`config.mk`:
```
export PLATFORM = sky130hd
export DESIGN_NAME = lisp_token_lexer_unit
export DESIGN_NICKNAME = d
export VERILOG_FILES = /design/src/hdl/lisp_lex_pkg.sv /design/src/hdl/lisp_token_lexer_unit.sv
export SDC_FILE = /design/constraint.sdc
export NUM_CORES = 1
export LEC_CHECK = 0
export BUFFER_PORTS_ARGS = -buffer_cell sky130_fd_sc_hd__buf_2
export CAP_MARGIN = 25
export CELL_PAD_IN_SITES_DETAIL_PLACEMENT = 0
export CELL_PAD_IN_SITES_GLOBAL_PLACEMENT = 1
export CORE_ASPECT_RATIO = 2
export CORE_UTILIZATION = 35
export CTS_BUF_LIST = sky130_fd_sc_hd__clkbuf_4
export CTS_CLUSTER_DIAMETER = 30
export DETAILED_ROUTE_END_ITERATION = 12
export PLACE_DENSITY = 0.74
export SETUP_SLACK_MARGIN = 0.15
export SLEW_MARGIN = 25
export SYNTH_ARGS = -nofsm -noshare
export SYNTH_HDL_FRONTEND = slang
export SYNTH_SLANG_ARGS = --single-unit
export TNS_END_PERCENT = 1
```
`constraint.sdc`:
```
create_clock -name i_clk -period 8.3 [get_ports i_clk]
set_input_delay 0.83 -clock i_clk [delete_from_list [all_inputs] [get_ports i_clk]]
set_output_delay 0.83 -clock i_clk [all_outputs]
set_load 0.02 [all_outputs]
```
`src/hdl/lisp_lex_pkg.sv`:
```
`default_nettype none
package lisp_lex_pkg;

    localparam logic [3:0] K_COMMENT = 4'd0;
    localparam logic [3:0] K_SPACE   = 4'd1;
    localparam logic [3:0] K_NUMBER  = 4'd2;
    localparam logic [3:0] K_SYMBOL  = 4'd3;
    localparam logic [3:0] K_STRING  = 4'd4;
    localparam logic [3:0] K_LPAREN  = 4'd5;
    localparam logic [3:0] K_RPAREN  = 4'd6;
    localparam logic [3:0] K_LBRACK  = 4'd7;
    localparam logic [3:0] K_RBRACK  = 4'd8;
    localparam logic [3:0] K_INVALID = 4'd9;

    localparam logic [7:0] C_TAB    = 8'h09;
    localparam logic [7:0] C_LF     = 8'h0A;
    localparam logic [7:0] C_CR     = 8'h0D;
    localparam logic [7:0] C_SPACE  = 8'h20;
    localparam logic [7:0] C_QUOTE  = 8'h22;
    localparam logic [7:0] C_LPAREN = 8'h28;
    localparam logic [7:0] C_RPAREN = 8'h29;
    localparam logic [7:0] C_STAR   = 8'h2A;
    localparam logic [7:0] C_PLUS   = 8'h2B;
    localparam logic [7:0] C_COMMA  = 8'h2C;
    localparam logic [7:0] C_MINUS  = 8'h2D;
    localparam logic [7:0] C_SLASH  = 8'h2F;
    localparam logic [7:0] C_SEMI   = 8'h3B;
    localparam logic [7:0] C_LBRACK = 8'h5B;
    localparam logic [7:0] C_BSLASH = 8'h5C;
    localparam logic [7:0] C_RBRACK = 8'h5D;

    localparam logic [31:0] LINE_MAX = 32'hFFFF_FFFF;
    localparam int          RES_MAX  = 3;

    typedef struct packed {
        logic [7:0] in_byte;
        logic       end_of_input;
    } t_in;

    typedef struct packed {
        logic [3:0]         token_kind;
        logic               is_text;
        logic [7:0]         text_byte;
        logic               token_done;
        logic signed [63:0] number_value;
        logic [31:0]        line_number;
        logic               last;
    } t_out;

endpackage
`default_nettype wire

```
`src/hdl/lisp_token_lexer_unit.sv`:
```
// Latency: a result beat is offered the cycle after its input beat is taken.
// Throughput: one input beat per cycle while i_stall is low and each byte
// gives at most one result; more results stall input in the 3-entry buffer.
// Reset (synchronous, active low): lexer idle, number state cleared,
// line count and token start line set to 1, result buffer empty.
`default_nettype none
module lisp_token_lexer_unit
    import lisp_lex_pkg::*;
(
    input  wire logic i_clk,
    input  wire logic i_rst_n,
    input  wire logic i_valid,
    output logic      o_stall,
    input  wire t_in  i_data,
    output logic      o_valid,
    input  wire logic i_stall,
    output t_out      o_data
);

    typedef enum logic [2:0] {
        M_IDLE,
        M_COMMENT,
        M_SIGN,
        M_NUMBER,
        M_SYMBOL,
        M_STRING,
        M_ESCAPE
    } t_mode;

    t_mode       r_mode, n_mode;
    logic [63:0] r_acc, n_acc;
    logic        r_neg, n_neg;
    logic [7:0]  r_psc, n_psc;
    logic [31:0] r_line, n_line;
    logic [31:0] r_tsl, n_tsl;
    logic [1:0]  r_cnt, n_cnt;
    t_out        r_buf [RES_MAX];
    t_out        res   [RES_MAX];

    logic        in_beat, out_beat;
    logic [7:0]  c;
    logic        line_inc;

    logic        st_put, st_inc, st_neg;
    t_out        st_res;
    t_mode       st_mode;
    logic [63:0] st_acc;
    logic [7:0]  st_psc;

    logic [63:0]        digit_val;
    logic [63:0]        acc_next;
    logic signed [63:0] num_val;

    function automatic logic is_digit(input logic [7:0] b);
        return (b >= 8'h30) && (b <= 8'h39);
    endfunction

    function automatic logic is_sym(input logic [7:0] b);
        return (b >= 8'h61 && b <= 8'h7A) || (b >= 8'h41 && b <= 8'h5A) ||
               b == C_STAR || b == C_PLUS || b == C_MINUS || b == C_SLASH;
    endfunction

    function automatic logic [7:0] unescape(input logic [7:0] b);
        logic [7:0] u;
        unique case (b)
            8'h6E:   u = C_LF;
            8'h74:   u = C_TAB;
            8'h72:   u = C_CR;
            8'h62:   u = 8'h08;
            8'h76:   u = 8'h0B;
            default: u = b;
        endcase
        return u;
    endfunction

    function automatic t_out mk(input logic [3:0] kind, input logic text,
                                input logic [7:0] b, input logic done,
                                input logic signed [63:0] value,
                                input logic [31:0] line);
        t_out r;
        r.token_kind   = kind;
        r.is_text      = text;
        r.text_byte    = b;
        r.token_done   = done;
        r.number_value = value;
        r.line_number  = line;
        r.last         = 1'b0;
        return r;
    endfunction

    assign c         = i_data.in_byte;
    assign digit_val = {60'd0, c[3:0]};
    assign acc_next  = (r_acc << 3) + (r_acc << 1) + digit_val;
    assign num_val   = r_neg ? $signed(64'd0 - r_acc) : $signed(r_acc);

    assign o_stall  = !((r_cnt == 2'd0) || ((r_cnt == 2'd1) && !i_stall));
    assign in_beat  = i_valid && !o_stall;
    assign o_valid  = (r_cnt != 2'd0);
    assign out_beat = o_valid && !i_stall;
    assign o_data   = r_buf[0];

    // token start for byte c
    always_comb begin
        st_put  = 1'b0;
        st_inc  = 1'b0;
        st_res  = mk(K_INVALID, 1'b0, 8'd0, 1'b1, 64'sd0, r_line);
        st_mode = M_IDLE;
        st_acc  = r_acc;
        st_neg  = r_neg;
        st_psc  = r_psc;
        priority if (c == C_SEMI) begin
            st_mode = M_COMMENT;
        end else if (c == C_SPACE || (c >= C_TAB && c <= C_CR) || c == C_COMMA) begin
            st_put = 1'b1;
            st_res = mk(K_SPACE, 1'b0, 8'd0, 1'b1, 64'sd0, r_line);
            st_inc = (c == C_LF);
        end else if (is_digit(c)) begin
            st_acc  = digit_val;
            st_neg  = 1'b0;
            st_mode = M_NUMBER;
        end else if (c == C_PLUS || c == C_MINUS) begin
            st_psc  = c;
            st_mode = M_SIGN;
        end else if (is_sym(c)) begin
            st_put  = 1'b1;
            st_res  = mk(K_SYMBOL, 1'b1, c, 1'b0, 64'sd0, r_line);
            st_mode = M_SYMBOL;
        end else if (c == C_QUOTE) begin
            st_mode = M_STRING;
        end else if (c == C_LPAREN) begin
            st_put = 1'b1;
            st_res = mk(K_LPAREN, 1'b0, 8'd0, 1'b1, 64'sd0, r_line);
        end else if (c == C_RPAREN) begin
            st_put = 1'b1;
            st_res = mk(K_RPAREN, 1'b0, 8'd0, 1'b1, 64'sd0, r_line);
        end else if (c == C_LBRACK) begin
            st_put = 1'b1;
            st_res = mk(K_LBRACK, 1'b0, 8'd0, 1'b1, 64'sd0, r_line);
        end else if (c == C_RBRACK) begin
            st_put = 1'b1;
            st_res = mk(K_RBRACK, 1'b0, 8'd0, 1'b1, 64'sd0, r_line);
        end else begin
            st_put = 1'b1;
        end
    end

    always_comb begin
        logic start;
        start    = 1'b0;
        line_inc = 1'b0;
        n_mode   = r_mode;
        n_acc    = r_acc;
        n_neg    = r_neg;
        n_psc    = r_psc;
        n_tsl    = r_tsl;
        n_cnt    = 2'd0;
        for (int i = 0; i < RES_MAX; i++) begin
            res[i] = mk(K_COMMENT, 1'b0, 8'd0, 1'b0, 64'sd0, r_tsl);
        end

        if (i_data.end_of_input) begin
            unique case (r_mode)
                M_COMMENT: begin
                    res[0]   = mk(K_COMMENT, 1'b0, 8'd0, 1'b1, 64'sd0, r_tsl);
                    n_cnt    = 2'd1;
                    line_inc = 1'b1;
                end
                M_SIGN: begin
                    res[0] = mk(K_SYMBOL, 1'b1, r_psc, 1'b0, 64'sd0, r_tsl);
                    res[1] = mk(K_SYMBOL, 1'b0, 8'd0, 1'b1, 64'sd0, r_tsl);
                    n_cnt  = 2'd2;
                end
                M_NUMBER: begin
                    res[0] = mk(K_NUMBER, 1'b0, 8'd0, 1'b1, num_val, r_tsl);
                    n_cnt  = 2'd1;
                end
                M_SYMBOL: begin
                    res[0] = mk(K_SYMBOL, 1'b0, 8'd0, 1'b1, 64'sd0, r_tsl);
                    n_cnt  = 2'd1;
                end
                M_STRING, M_ESCAPE: begin
                    res[0] = mk(K_STRING, 1'b0, 8'd0, 1'b1, 64'sd0, r_tsl);
                    n_cnt  = 2'd1;
                end
                default: ;
            endcase
            n_mode = M_IDLE;
            n_acc  = 64'd0;
            n_neg  = 1'b0;
            n_psc  = 8'd0;
        end else begin
            unique case (r_mode)
                M_COMMENT: begin
                    if (c == C_LF) begin
                        res[0]   = mk(K_COMMENT, 1'b0, 8'd0, 1'b1, 64'sd0, r_tsl);
                        n_cnt    = 2'd1;
                        line_inc = 1'b1;
                        n_mode   = M_IDLE;
                    end
                end
                M_SIGN: begin
                    if (is_digit(c)) begin
                        n_acc  = digit_val;
                        n_neg  = (r_psc == C_MINUS);
                        n_mode = M_NUMBER;
                    end else begin
                        res[0] = mk(K_SYMBOL, 1'b1, r_psc, 1'b0, 64'sd0, r_tsl);
                        n_cnt  = 2'd2;
                        if (is_sym(c)) begin
                            res[1] = mk(K_SYMBOL, 1'b1, c, 1'b0, 64'sd0, r_tsl);
                            n_mode = M_SYMBOL;
                        end else begin
                            res[1] = mk(K_SYMBOL, 1'b0, 8'd0, 1'b1, 64'sd0, r_tsl);
                            start  = 1'b1;
                        end
                    end
                end
                M_NUMBER: begin
                    if (is_digit(c)) begin
                        n_acc = acc_next;
                    end else begin
                        res[0] = mk(K_NUMBER, 1'b0, 8'd0, 1'b1, num_val, r_tsl);
                        n_cnt  = 2'd1;
                        start  = 1'b1;
                    end
                end
                M_SYMBOL: begin
                    n_cnt = 2'd1;
                    if (is_sym(c)) begin
                        res[0] = mk(K_SYMBOL, 1'b1, c, 1'b0, 64'sd0, r_tsl);
                    end else begin
                        res[0] = mk(K_SYMBOL, 1'b0, 8'd0, 1'b1, 64'sd0, r_tsl);
                        start  = 1'b1;
                    end
                end
                M_STRING: begin
                    if (c == C_QUOTE) begin
                        res[0] = mk(K_STRING, 1'b0, 8'd0, 1'b1, 64'sd0, r_tsl);
                        n_cnt  = 2'd1;
                        n_mode = M_IDLE;
                    end else if (c == C_BSLASH) begin
                        n_mode = M_ESCAPE;
                    end else begin
                        res[0]   = mk(K_STRING, 1'b1, c, 1'b0, 64'sd0, r_tsl);
                        n_cnt    = 2'd1;
                        line_inc = (c == C_LF);
                    end
                end
                M_ESCAPE: begin
                    res[0]   = mk(K_STRING, 1'b1, unescape(c), 1'b0, 64'sd0, r_tsl);
                    n_cnt    = 2'd1;
                    line_inc = (c == C_LF);
                    n_mode   = M_STRING;
                end
                default: begin
                    start = 1'b1;
                end
            endcase
        end

        if (start) begin
            n_tsl    = r_line;
            n_mode   = st_mode;
            n_acc    = st_acc;
            n_neg    = st_neg;
            n_psc    = st_psc;
            line_inc = st_inc;
            if (st_put) begin
                res[n_cnt] = st_res;
                n_cnt      = n_cnt + 2'd1;
            end
        end

        if (n_cnt != 2'd0) begin
            res[n_cnt - 2'd1].last = 1'b1;
        end
    end

    assign n_line = (line_inc && r_line != LINE_MAX) ? r_line + 32'd1 : r_line;

    always_ff @(posedge i_clk) begin
        if (!i_rst_n) begin
            r_mode <= M_IDLE;
            r_acc  <= 64'd0;
            r_neg  <= 1'b0;
            r_psc  <= 8'd0;
            r_line <= 32'd1;
            r_tsl  <= 32'd1;
            r_cnt  <= 2'd0;
        end else if (in_beat) begin
            r_mode <= n_mode;
            r_acc  <= n_acc;
            r_neg  <= n_neg;
            r_psc  <= n_psc;
            r_line <= n_line;
            r_tsl  <= n_tsl;
            r_cnt  <= n_cnt;
        end else if (out_beat) begin
            r_cnt <= r_cnt - 2'd1;
        end
    end

    always_ff @(posedge i_clk) begin
        if (in_beat) begin
            r_buf <= res;
        end else if (out_beat) begin
            r_buf[0] <= r_buf[1];
            r_buf[1] <= r_buf[2];
        end
    end

endmodule
`default_nettype wire
```
==> reports/qor.txt <==
Unique masters post-synth: 81
CTS Root Cell: clkbuf_4
Post-Synthesis Cells: 2534
CP cell instances: fa_1, inv_1, fa_1, nor2b_1, o211ai_1, a31oi_1, a311oi_1, o21ai_0, nor4b_1, o21ai_0, a21o_1, a32o_1
Worst Hold End: r_line[0]$_SDFFE_PN1P_
Hold_sp: i_rst_n
# rows: 129
Maximum clock rate: 0.216 GHz
Post_cts resized: 0
Min-Delay Path Class: in2reg
I/O pin total: 126
Worst-margin pin slew: 1.01 ns
CP bufs+invs: 1
Part of the Yosys area used for sequential elements: 41.2%
Worst reg2reg path depth: 12
Fin crit share: 55.8%
Async SR Flop Fraction: 0%
Post-CTS Setup Inserts: 0
Post-DP HPWL: 49200 um
Period minus WS final: 4.63 ns
Worst path slowest cell: nor4b_1
Largest delay share family, worst path: compound AO/OA/AOI/OAI gates
Sw frac: 35.8%
Slew Limit Fails: 0
Layout cells sized above 1: 13.0%
Largest net degree at the start of global routing: 97
Die Span X: 179 um
TNS Setup: 0 ns
R2R setup slack: 3.67 ns
Worst Path Required: 9.00 ns
Hold depth: 2
Final Non-Filler Cells: 3373
Residual DRC count: 0
WP data arrival: 5.33 ns
CTS tree: built
Initial antenna violation count: 5
MaxCap Viol Count: 0
Vias: 18600
Post-synth EDFFs: 205
Per-cell routed wire length: 20.5 um
Initial cell density of the core: 35.3%
Clk network pwr share: 28.6%
Clock Tree Buf Depth: 3
Vias per cell: 5.50
Slew HR: 32.8%
Setup crit start kind: flip-flop
Final Power: 5.89 mW
Worst vdd ir: 0.193 mV
All-Layer GR Usage: 21.9%
Status: completed
Syn Std Cell Area: 0.0218 mm^2
Share of total power in sequential cells: 44.5%
Starting DRT DRC Count: 1071
IO buf count: 125
Psw: 2.11 mW
Antenna Nets Post-Route: 0
Yosys synthesis warning count: 0
Die H: 355 um
Die area: 0.0634 mm^2
Final hold viol count: 0
# fillers: 6399
RSZ-0062 raised after global routing: no
Setup Skew: 0.0585 ns
P_leak: 9.32 nW
CTS Buf Count: 87
Reg2reg start: r_acc[2]$_SDFFE_PN0P_
Design internal power: 3.78 mW
Crit. End Element: flip-flop
Syn nets: 2678
Synth Flop Type: edfxtp_1
Yosys reg bits: 347
Syn avg cell area: 8.61 um^2
Reg-to-reg critical path endpoint: r_acc[44]$_SDFFE_PN0P_
Drt first pass iters: 5
Final wirelength: 69200 um
Comb pwr share: 26.8%
Crit-path max cell delay: 0.76 ns
Congestion Overflow GR: 0
Vias in the first global route: 18800
First-pass GRT wire length: 105000 um
Core footprint: 0.0618 mm^2
Worst-path maximum fanout: 8
Clk slew on worst S/H paths: 0.08 ns
Clock Latency Late Sink: 0.85 ns
Nets: 2654
H-tree depth: 3
Post-CTS Hold Fix Bufs: 0
Placed Cells incl. Taps: 3207
Multi-input gate area: 0.0113 mm^2
Setup violations, final: 0
Final Util: 38.0%
Pwr dens: 251 mW/mm^2
Register Area: 0.00900 mm^2
Clock sink count: 347
CP Class: reg2reg
Gpl congestion: 0.947
Area Growth Syn to Fin: 7.77%
[worst max-delay path by stage]
stage                     startpoint  cells past startpoint                endpoint
2_1_floorplan                i_stall                      5   r_cnt[1]$_SDFFE_PN0P_
3_3_place_gp               i_data[4]                     13  r_acc[44]$_SDFFE_PN0P_
3_5_place_dp               i_data[4]                     13  r_acc[44]$_SDFFE_PN0P_
4_1_cts        r_acc[2]$_SDFFE_PN0P_                     12  r_acc[44]$_SDFFE_PN0P_
5_1_grt        r_acc[2]$_SDFFE_PN0P_                     12  r_acc[44]$_SDFFE_PN0P_
6_report       r_acc[2]$_SDFFE_PN0P_                     12  r_acc[44]$_SDFFE_PN0P_
[sequential cells by signal (all words and copies together), names as in the netlist]
signal and cells:
r_psc 8, r_line 32, r_neg 1, r_tsl 32
r_buf 94, r_acc 64, r_cnt 2, o_data 111
r_mode 3
[cell type report]
type,count,area share [%]
clock buffer,135,4.31
timing repair buffer,145,3.30
multi-input combinational,1877,47.9
inverter,52,0.878
antenna,3,0.0319
tap,786,4.18
clock inverter,28,1.18
sequential,347,38.3
[power groups by stage]
stage          clock (mW)  sequential (mW)  combinational [mW]
6_report             1.69             2.62                1.58
3_3_place_gp            0             2.66                1.59
4_1_cts              1.75             2.64                1.61
2_1_floorplan           0             2.63                1.35
3_5_place_dp            0             2.67                1.61
5_1_grt              1.82             2.68                1.72
[cells in the final DEF (no fill, tap or decap), drive strengths merged, types with 41 or more instances in the layout]
master,netlist,layout
a21oi,159,159
a31oi,81,81
buf,117,145
clkbuf,141,135
dfxtp,142,142
edfxtp,205,205
ha,129,129
inv,50,52
nand2,454,454
nand3,45,45
nor2,284,284
o21ai,137,137
o31ai,41,41
xnor2,46,46
xor2,95,95
[Yosys cell counts, types with 4 or more instances]
cell	count	share of area, %
nand2_1	454	7.8
nor2_1	284	4.9
edfxtp_1	205	28
a21oi_1	159	3.6
dfxtp_1	142	13
clkbuf_1	137	2.4
o21ai_0	136	3.1
ha_1	129	7.4
buf_4	111	3.8
xor2_1	95	3.8
a31oi_1	81	2.3
inv_1	50	0.86
xnor2_1	46	1.8
nand3_1	45	1.0
o31ai_1	39	1.3
and3_1	33	0.95
nor3_1	31	0.71
nand4_1	28	0.80
a21o_1	26	0.89
a22oi_1	25	0.86
a211oi_1	23	0.79
or3_1	23	0.66
and2_1	16	0.46
o21bai_1	14	0.48
o21a_1	13	0.45
a32oi_1	12	0.48
nand2b_1	12	0.34
nor4_1	11	0.32
mux2i_1	10	0.46
o41ai_1	10	0.40
a22o_1	8	0.32
o211ai_1	8	0.28
a21boi_0	7	0.24
nor2b_1	7	0.20
and4_1	6	0.24
or2_2	6	0.17
or4_1	6	0.21
o2111ai_1	5	0.20
or4_4	5	0.26
a2111oi_0	4	0.16
buf_2	4	0.092
nor4b_1	4	0.16
o22ai_1	4	0.11
[worst register-to-register path: cells and delay by family (launching register included)]
kind                       cells  cell delay [ns]
DFF                            1             0.43
buffers and inverters          1             0.07
adders and majority gates      2             1.05
and+or+nand+nor                2             0.97
AOI/OAI and AO/OA              7             2.00
[kinds of logic (layout without fill, tap and decap cells)]
kind of cell / Yosys count / in the layout / share of synthesized area [%]
DFF: 347 / 347 / 41.2
other: 1 / 4 / 0.0172
AOI/OAI and AO/OA: 602 / 602 / 17.4
buffers and inverters: 310 / 360 / 7.42
adders and majority gates: 132 / 132 / 7.62
and+or+nand+nor: 990 / 990 / 20.2
muxes: 11 / 11 / 0.510
xor gates and xnor gates: 141 / 141 / 5.66
[per-layer routing]
layer | global-route usage (%) | up-vias | wire [um]
met5 | 0 | - | 31
li1 | - | 8943 | -
met3 | 3.07 | 209 | 2880
met2 | 42.8 | 494 | 38500
met4 | 14.0 | 4 | 4140
met1 | 20.7 | 8903 | 23600
[per-stage QoR]
stage | cell area [um^2] | hold WS [ns] | worst slack [ns]
after detailed placement | 22200 | 0.453 | 3.06
after CTS | 23500 | 0.337 | 3.67
after global placement | 22200 | 0.446 | 3.17
after global routing | 23500 | 0.383 | 3.36
final | 23500 | 0.434 | 3.67
after floorplan | 21800 | 0.432 | 3.29
No activity file was read; power rests on OpenSTA's default activity.
